--- config.mk ---
export PLATFORM = sky130hd
export DESIGN_NAME = process_priority_queue_top_flat
export DESIGN_NICKNAME = d
export VERILOG_FILES = /design/src/sv/ppq_pkg.sv /design/src/sv/ppq_in_if.sv /design/src/sv/ppq_out_if.sv /design/src/sv/process_priority_queue_top.sv /design/src/flat_wrapper.sv
export VERILOG_INCLUDE_DIRS = /design/src /design/src/sv
export SDC_FILE = /design/constraint.sdc
export NUM_CORES = 2
export LEC_CHECK = 0
export ABC_AREA = 1
export BUFFER_PORTS_ARGS = -buffer_cell sky130_fd_sc_hd__buf_2
export CORE_MARGIN = 10
export CORE_UTILIZATION = 60
export DETAILED_ROUTE_END_ITERATION = 10
export PLACE_DENSITY_LB_ADDON = 0.05
export SETUP_SLACK_MARGIN = 0.2
export SYNTH_ARGS = -nofsm -noshare
export SYNTH_HDL_FRONTEND = slang
export SYNTH_SLANG_ARGS = --single-unit
export TNS_END_PERCENT = 30
--- constraint.sdc ---
create_clock -name clk -period 31 [get_ports clk]
set_input_delay 9.3 -clock clk [delete_from_list [all_inputs] [get_ports clk]]
set_output_delay 9.3 -clock clk [all_outputs]
set_load 0.02 [all_outputs]
--- src/sv/assert_macros.svh ---
// Assertion macros for the RTL of the process priority queue, included by its top level.
`ifndef ASSERT_MACROS_SVH
`define ASSERT_MACROS_SVH

// Checked at every rising clk edge while rst is low.
`define ASSERT_CLK(label, prop, msg) \
  label: assert property (@(posedge clk) disable iff (rst) prop) else $error(msg);

// Checked at every rising clk edge, reset included.
`define ASSERT_ALWAYS(label, prop, msg) \
  label: assert property (@(posedge clk) prop) else $error(msg);

`endif

--- src/sv/ppq_pkg.sv ---
// Package with the sizes, codes and record type of the process priority queue.
package ppq_pkg;

  localparam int DEPTH   = 16;
  localparam int ADDR_W  = (DEPTH > 1) ? $clog2(DEPTH) : 1;
  localparam int CNT_W   = $clog2(DEPTH + 1);

  localparam int REQ_W   = 2;
  localparam int STAT_W  = 2;
  localparam int ID_W    = 16;
  localparam int NAME_W  = 64;
  localparam int PRIO_W  = 7;
  localparam int BURST_W = 16;
  localparam int OCC_W   = 5;

  localparam logic [REQ_W-1:0] REQ_INSERT = 2'd0;
  localparam logic [REQ_W-1:0] REQ_OLDEST = 2'd1;
  localparam logic [REQ_W-1:0] REQ_PRIOR  = 2'd2;

  localparam logic [STAT_W-1:0] ST_DONE  = 2'd0;
  localparam logic [STAT_W-1:0] ST_FULL  = 2'd1;
  localparam logic [STAT_W-1:0] ST_EMPTY = 2'd2;

  typedef struct packed {
    logic [ID_W-1:0]    id;
    logic [NAME_W-1:0]  name;
    logic [PRIO_W-1:0]  prio;
    logic [BURST_W-1:0] burst;
  } rec_t;

endpackage

--- src/sv/ppq_in_if.sv ---
// Request channel of the process priority queue.
interface ppq_in_if;
  logic                         valid;
  logic                         ready;
  logic [ppq_pkg::REQ_W-1:0]    req_type;
  logic [ppq_pkg::ID_W-1:0]     process_id;
  logic [ppq_pkg::NAME_W-1:0]   process_name;
  logic [ppq_pkg::PRIO_W-1:0]   priority_req;
  logic [ppq_pkg::BURST_W-1:0]  burst_time;

  modport source (
    output valid, req_type, process_id, process_name, priority_req, burst_time,
    input  ready
  );

  modport sink (
    input  valid, req_type, process_id, process_name, priority_req, burst_time,
    output ready
  );
endinterface

--- src/sv/ppq_out_if.sv ---
// Result channel of the process priority queue.
interface ppq_out_if;
  logic                         valid;
  logic                         ready;
  logic [ppq_pkg::STAT_W-1:0]   status;
  logic [ppq_pkg::ID_W-1:0]     out_id;
  logic [ppq_pkg::NAME_W-1:0]   out_name;
  logic [ppq_pkg::PRIO_W-1:0]   out_priority;
  logic [ppq_pkg::BURST_W-1:0]  out_burst;
  logic [ppq_pkg::OCC_W-1:0]    occupancy;

  modport source (
    output valid, status, out_id, out_name, out_priority, out_burst, occupancy,
    input  ready
  );

  modport sink (
    input  valid, status, out_id, out_name, out_priority, out_burst, occupancy,
    output ready
  );
endinterface

--- src/sv/process_priority_queue_top.sv ---
// Top level of the process priority queue: record store, scan sequencer and result register.
//
// Channel   Dir   Carries
// -------   ---   ---------------------------------------------------------
// req       in    req_type, process_id, process_name, priority_req, burst_time
// rsp       out   status, out_id, out_name, out_priority, out_burst, occupancy
//
// An insert, an unused code or a removal on an empty queue goes straight to the
// result step. The oldest and the priority removal are both paced by the single
// read port of the record memory, which the priority scan and the gap closing
// walk one slot per cycle. rst is synchronous and empties the queue; the record
// memory itself is not cleared. The block takes one request beat at a time and
// raises req.ready only when idle. A result beat waits in the output register
// while rsp.ready is low, and the block may accept and work the next request
// meanwhile, holding that result until the register frees up.
module process_priority_queue_top (
  input  logic       clk,
  input  logic       rst,
  ppq_in_if.sink     req,
  ppq_out_if.source  rsp
);

  `include "assert_macros.svh"

  localparam int ADDR_W = ppq_pkg::ADDR_W;
  localparam int CNT_W  = ppq_pkg::CNT_W;
  localparam logic [CNT_W-1:0] DEPTH_CNT = CNT_W'(ppq_pkg::DEPTH);

  // Sequencer states.
  localparam logic [2:0] S_IDLE  = 3'd0;  // waiting for a request beat
  localparam logic [2:0] S_SCAN  = 3'd1;  // walking the priorities for the minimum
  localparam logic [2:0] S_TAKE  = 3'd2;  // reading the chosen slot
  localparam logic [2:0] S_GRAB  = 3'd3;  // capturing the chosen record
  localparam logic [2:0] S_SHIFT = 3'd4;  // moving later records down one slot
  localparam logic [2:0] S_RESP  = 3'd5;  // handing the result to the output register

  logic [2:0]                  state;
  logic [CNT_W-1:0]            count;
  logic [CNT_W-1:0]            idx;
  logic [ADDR_W-1:0]           best;
  logic [ppq_pkg::PRIO_W-1:0]  bestp;
  logic                        pend;
  logic [ADDR_W-1:0]           pend_idx;
  logic [ppq_pkg::STAT_W-1:0]  res_status;
  ppq_pkg::rec_t               res_rec;

  // Record memory: one write port, one registered read port.
  ppq_pkg::rec_t               mem [ppq_pkg::DEPTH];
  ppq_pkg::rec_t               rd_data;
  logic [ADDR_W-1:0]           rd_addr;
  logic                        we;
  logic [ADDR_W-1:0]           wr_addr;
  ppq_pkg::rec_t               wr_data;

  logic                        accept;
  logic                        issuing;
  logic                        prio_less;
  logic                        out_free;

  assign req.ready = (state == S_IDLE);
  assign accept    = req.valid && req.ready;
  assign out_free  = !rsp.valid || rsp.ready;

  // Compare logic: the index walk, used by the scan and the shift, and the priority compare.
  assign issuing   = (idx < count);
  assign prio_less = (rd_data.prio < bestp);

  // The scan and the shift walk the index; the take step reads the winner.
  always_comb begin
    if (state == S_TAKE) begin
      rd_addr = best;
    end else begin
      rd_addr = idx[ADDR_W-1:0];
    end
  end

  // An insert writes at the tail; the shift writes each record one slot lower.
  always_comb begin
    we      = 1'b0;
    wr_addr = count[ADDR_W-1:0];
    wr_data = '{id:    req.process_id,
                name:  req.process_name,
                prio:  req.priority_req,
                burst: req.burst_time};
    if (accept && (req.req_type == ppq_pkg::REQ_INSERT) && (count != DEPTH_CNT)) begin
      we = 1'b1;
    end else if ((state == S_SHIFT) && pend) begin
      we      = 1'b1;
      wr_addr = pend_idx - ADDR_W'(1);
      wr_data = rd_data;
    end
  end

  always_ff @(posedge clk) begin
    if (we) begin
      mem[wr_addr] <= wr_data;
    end
    rd_data <= mem[rd_addr];
  end

  // Sequencer.
  always_ff @(posedge clk) begin
    if (rst) begin
      state <= S_IDLE;
      count <= '0;
      pend  <= 1'b0;
    end else begin
      unique case (state)
        S_IDLE: begin
          if (accept) begin
            res_status <= ppq_pkg::ST_DONE;
            res_rec    <= '0;
            idx        <= '0;
            best       <= '0;
            pend       <= 1'b0;
            state      <= S_RESP;
            case (req.req_type) inside
              ppq_pkg::REQ_INSERT: begin
                if (count == DEPTH_CNT) begin
                  res_status <= ppq_pkg::ST_FULL;
                end else begin
                  count <= count + CNT_W'(1);
                end
              end
              ppq_pkg::REQ_OLDEST, ppq_pkg::REQ_PRIOR: begin
                if (count == '0) begin
                  res_status <= ppq_pkg::ST_EMPTY;
                end else if (req.req_type == ppq_pkg::REQ_PRIOR) begin
                  state <= S_SCAN;
                end else begin
                  state <= S_TAKE;
                end
              end
              default: begin
                // The unused code leaves the queue as it is.
              end
            endcase
          end
        end
        S_SCAN: begin
          if (issuing) begin
            idx <= idx + CNT_W'(1);
          end
          pend     <= issuing;
          pend_idx <= idx[ADDR_W-1:0];
          // Slot zero seeds the minimum; a later slot wins only when strictly smaller.
          if (pend && ((pend_idx == '0) || prio_less)) begin
            best  <= pend_idx;
            bestp <= rd_data.prio;
          end
          if (!issuing) begin
            state <= S_TAKE;
          end
        end
        S_TAKE: begin
          pend  <= 1'b0;
          idx   <= CNT_W'(best) + CNT_W'(1);
          state <= S_GRAB;
        end
        S_GRAB: begin
          res_rec <= rd_data;
          state   <= S_SHIFT;
        end
        S_SHIFT: begin
          if (issuing) begin
            idx <= idx + CNT_W'(1);
          end
          pend     <= issuing;
          pend_idx <= idx[ADDR_W-1:0];
          if (!issuing && !pend) begin
            count <= count - CNT_W'(1);
            state <= S_RESP;
          end
        end
        S_RESP: begin
          if (out_free) begin
            state <= S_IDLE;
          end
        end
        default: begin
          state <= S_IDLE;
        end
      endcase
    end
  end

  // Output register: loaded from the result once the previous beat has left.
  always_ff @(posedge clk) begin
    if (rst) begin
      rsp.valid <= 1'b0;
    end else if ((state == S_RESP) && out_free) begin
      rsp.valid <= 1'b1;
    end else if (rsp.ready) begin
      rsp.valid <= 1'b0;
    end
  end

  always_ff @(posedge clk) begin
    if ((state == S_RESP) && out_free) begin
      rsp.status       <= res_status;
      rsp.out_id       <= res_rec.id;
      rsp.out_name     <= res_rec.name;
      rsp.out_priority <= res_rec.prio;
      rsp.out_burst    <= res_rec.burst;
      rsp.occupancy    <= ppq_pkg::OCC_W'(count);
    end
  end

  `ASSERT_CLK(a_count_bound, count <= DEPTH_CNT, "record count exceeds the queue depth")
  `ASSERT_CLK(a_insert_grows,
    (accept && (req.req_type == ppq_pkg::REQ_INSERT) && (count != DEPTH_CNT)) |=>
      (count == $past(count) + CNT_W'(1)),
    "accepted insert did not add one record")
  `ASSERT_CLK(a_scan_in_range, (state == S_SCAN) |-> (idx <= count),
    "priority scan ran past the last record")
  `ASSERT_CLK(a_shift_not_slot0, ((state == S_SHIFT) && pend) |-> (pend_idx != '0),
    "gap closing tried to move slot zero")
  `ASSERT_ALWAYS(a_reset_idle, rst |=> ((state == S_IDLE) && (count == '0) && !rsp.valid),
    "reset did not empty the queue")

endmodule
--- src/flat_wrapper.sv ---
// flat-port wrapper written by rule: the top's interface ports become plain ports
module process_priority_queue_top_flat 
  (clk, rst, req_valid, req_req_type, req_process_id, req_process_name, req_priority_req, req_burst_time, req_ready, rsp_valid, rsp_status, rsp_out_id, rsp_out_name, rsp_out_priority, rsp_out_burst, rsp_occupancy, rsp_ready);
  ppq_in_if req_i ();
  ppq_out_if rsp_i ();
  input  logic clk;
  input  logic rst;
  input wire logic [$bits(req_i.valid)-1:0] req_valid;
  input wire logic [$bits(req_i.req_type)-1:0] req_req_type;
  input wire logic [$bits(req_i.process_id)-1:0] req_process_id;
  input wire logic [$bits(req_i.process_name)-1:0] req_process_name;
  input wire logic [$bits(req_i.priority_req)-1:0] req_priority_req;
  input wire logic [$bits(req_i.burst_time)-1:0] req_burst_time;
  output wire logic [$bits(req_i.ready)-1:0] req_ready;
  output wire logic [$bits(rsp_i.valid)-1:0] rsp_valid;
  output wire logic [$bits(rsp_i.status)-1:0] rsp_status;
  output wire logic [$bits(rsp_i.out_id)-1:0] rsp_out_id;
  output wire logic [$bits(rsp_i.out_name)-1:0] rsp_out_name;
  output wire logic [$bits(rsp_i.out_priority)-1:0] rsp_out_priority;
  output wire logic [$bits(rsp_i.out_burst)-1:0] rsp_out_burst;
  output wire logic [$bits(rsp_i.occupancy)-1:0] rsp_occupancy;
  input wire logic [$bits(rsp_i.ready)-1:0] rsp_ready;
  assign req_i.valid = req_valid;
  assign req_i.req_type = req_req_type;
  assign req_i.process_id = req_process_id;
  assign req_i.process_name = req_process_name;
  assign req_i.priority_req = req_priority_req;
  assign req_i.burst_time = req_burst_time;
  assign req_ready = req_i.ready;
  assign rsp_valid = rsp_i.valid;
  assign rsp_status = rsp_i.status;
  assign rsp_out_id = rsp_i.out_id;
  assign rsp_out_name = rsp_i.out_name;
  assign rsp_out_priority = rsp_i.out_priority;
  assign rsp_out_burst = rsp_i.out_burst;
  assign rsp_occupancy = rsp_i.occupancy;
  assign rsp_i.ready = rsp_ready;
  process_priority_queue_top u_core (.clk(clk), .rst(rst), .req(req_i), .rsp(rsp_i));
endmodule
==> results_dict.tcl <==
set metrics [dict create \
    synth_nets 8074 \
    grt_usage_pct 27.6 \
    cts_setup_buffers 0 \
    wl_mm 218 \
    portBuffers 220 \
    clk_pin_slew_ns 0.06 \
    ys_types 30 \
    setup_violations 0 \
    hp-class "reg2reg" \
    fin_util_pct 67.1 \
    worstPathArrival_ns 12.92 \
    clk-insertion-delay-late_ns 0.84 \
    cts-root-buf "clkbuf_16" \
    ctsResizeCount 0 \
    power.density_nw_per_um2 94.1 \
    placedCellCount 9764 \
    die_area_um2 156000 \
    cts.path.max_buffers 3 \
    grt.overflow.total 0 \
    status "complete, no violations" \
    cts_sinks 1996 \
    skew_ns 0.0304 \
    avgRoutedWirePerCell_um 21.5 \
    gp_congestion 0.809 \
    fin_crit_sh_pct 40.3 \
    slew_violations 0 \
    tightest_slew_ns 1.47 \
    cts_max_level 4 \
    drt_iter0_markers 5959 \
    grt_pass1_vias 55400 \
    crit_path_max_fanout 41 \
    die_w_um 395 \
    fp.dieH_um 395 \
    drive_gt1_share_pct 8.34 \
    peakVddDrop_v 0.000107 \
    drc 0 \
    syn_to_final_growth_pct 11.1 \
    fin_crit_ns 12.48 \
    tns_ns 0 \
    end_kind "register" \
    netlist_area_um2 84400 \
    synthCells 7946 \
    leakage_nw 40.5 \
    io_pins 221 \
    antenna_left 0 \
    rows 137 \
    hpwl_mm 111 \
    antennaDiodeCount 0 \
    fmax_mhz 80.1 \
    cts_tree "yes" \
    path_class "in2reg" \
    num-fill-cells 10400 \
    viasPerCell 5.60 \
    seq_area_frac_synth_pct 69.7 \
    firstDrtPassIters 5 \
    vias 56800 \
    cap_viol_max_count 0 \
    finalHoldViolations 0 \
    numCtsBuffers 200 \
    start_util_pct 60.4 \
    grt_pass1_wl_mm 333 \
    ys_warn_count 0 \
    cp_data_required_time_ns 31.44 \
    stdcell_count 10100 \
    ys_ff_latch 1996 \
    grt_max_degree 199 \
    coreArea_um2 140000 \
    antenna_found_initial 6 \
    nets 8219 \
    rsz0062_at_grt "false" \
    holdBufCountCts 0 \
    cp-start-kind "input port" \
    synth.avg_cell_area_um2 10.6 \
    slew_headroom_pct 1.59 \
]
power breakdown:
group          internal, mW  switching, mW
clock network          1.35           1.00
registers              3.26         0.0693
logic                 0.804           2.34
cell usage in the layout, fill, tap and decap left out, types with 9 or more instances in the layout:
master        n
nand3_1    1979
edfxtp_1   1883
inv_1      1796
nand2_1    1407
buf_2       220
clkbuf_16   208
buf_4       145
nor2_1      140
dfxtp_1     113
o21ai_0      69
clkbuf_1     68
o21ai_1      44
clkinv_1     28
clkinv_2     26
clkbuf_8     25
nor2_4       18
ha_1         18
a21oi_1      12
buf_12        9
metrics by stage:
| step | worst slack (ns) | total power [mW] | instance area [um2] | hold slack, ns |
|---|---|---|---|---|
| floorplan | 13.51 | 5.47 | 84400 | 0.400 |
| global placement | 17.60 | 6.44 | 87400 | 0.401 |
| detailed placement | 17.63 | 6.49 | 87400 | 0.405 |
| CTS | 18.49 | 8.84 | 93800 | 0.402 |
| global route | 18.38 | 9.27 | 93800 | 0.417 |
| finish | 18.52 | 8.83 | 93800 | 0.396 |
logic make-up after synthesis:
| group | after synthesis | share of synthesized area, % |
|---|---|---|
| flip-flops | 1996 | 69.7 |
| AND/OR/NAND/NOR | 3564 | 18.8 |
| XOR/XNOR | 4 | 0.0415 |
| AO/OA/AOI/OAI | 132 | 0.809 |
| buffers and inverters | 2231 | 10.3 |
| adder cells (fa/ha/maj) | 19 | 0.291 |
worst max-delay path, cell delays in order:
cell     delay [ns]
buf_2          0.10
inv_1          0.07
ha_1           0.21
a31oi_1        0.26
inv_1          0.16
nand3_1        0.31
nor2_4         0.87
buf_4          0.77
buf_4          0.78
final cells by class:
class	instances	area, um2	share of cell area [%]
Clock inverter	73	591	0.630
Clock buffer	301	5800	6.19
Sequential cell	1996	58800	62.7
Inverter	1799	6770	7.21
Tap cell	1876	2350	2.50
Timing Repair Buffer	375	2380	2.54
Multi-Input combinational cell	3719	17100	18.2
cell usage after synthesis, drive strengths merged:
cell    instances  area [um2]
a211oi          1        7.51
a21oi          13        65.1
a31oi           1        6.26
buf           291        1450
clkbuf        141         529
clkinv          1        3.75
dfxtp         113        2260
edfxtp       1883       56500
fa              1        20.0
ha             18         225
inv          1798        6750
nand2        1412        5300
nand3        1982        9920
nand3b          1        7.51
nand4           5        31.3
nor2          158         608
nor3            5        25.0
o21ai         117         604
or2             1        6.26
xnor2           3        26.3
xor2            1        8.76
registers in the layout, summed over array words and instances (netlist names), 5 cells and up:
signal	count
u_core.rsp.out_name	64
u_core.idx	5
u_core.rsp.out_id	16
u_core.rsp.out_priority	7
u_core.rsp.occupancy	5
u_core.count	5
u_core.rsp.out_burst	16
u_core.rd_data	103
u_core.bestp	7
u_core.mem	1648
u_core.res_rec	103
path summary, 6_finish.rpt:
path | start | cells past startpoint | to | slack, ns
setup reg to reg | u_core.state[1] | 10 | u_core.mem[1][77] | 25.15
hold reg to reg | u_core.res_rec[69] | 0 | u_core.rsp.out_name[46] | 0.40
hold / removal | u_core.res_rec[69] | 0 | u_core.rsp.out_name[46] | 0.40
setup / recovery | req_req_type[0] | 9 | u_core.mem[1][77] | 18.52
metal layers:
layer | up-vias | wire, um | part of all wire (%) | track usage, %
met2 | 2746 | 103000 | 47 | 44.9
met4 | 2 | 5110 | 2.3 | 7.67
met1 | 27500 | 89800 | 41 | 38.6
li1 | 26200 | - | - | -
met3 | 399 | 19900 | 9.1 | 4.47
met5 | - | 13 | 0.0060 | 0
Power figures use the tool's default switching activity.
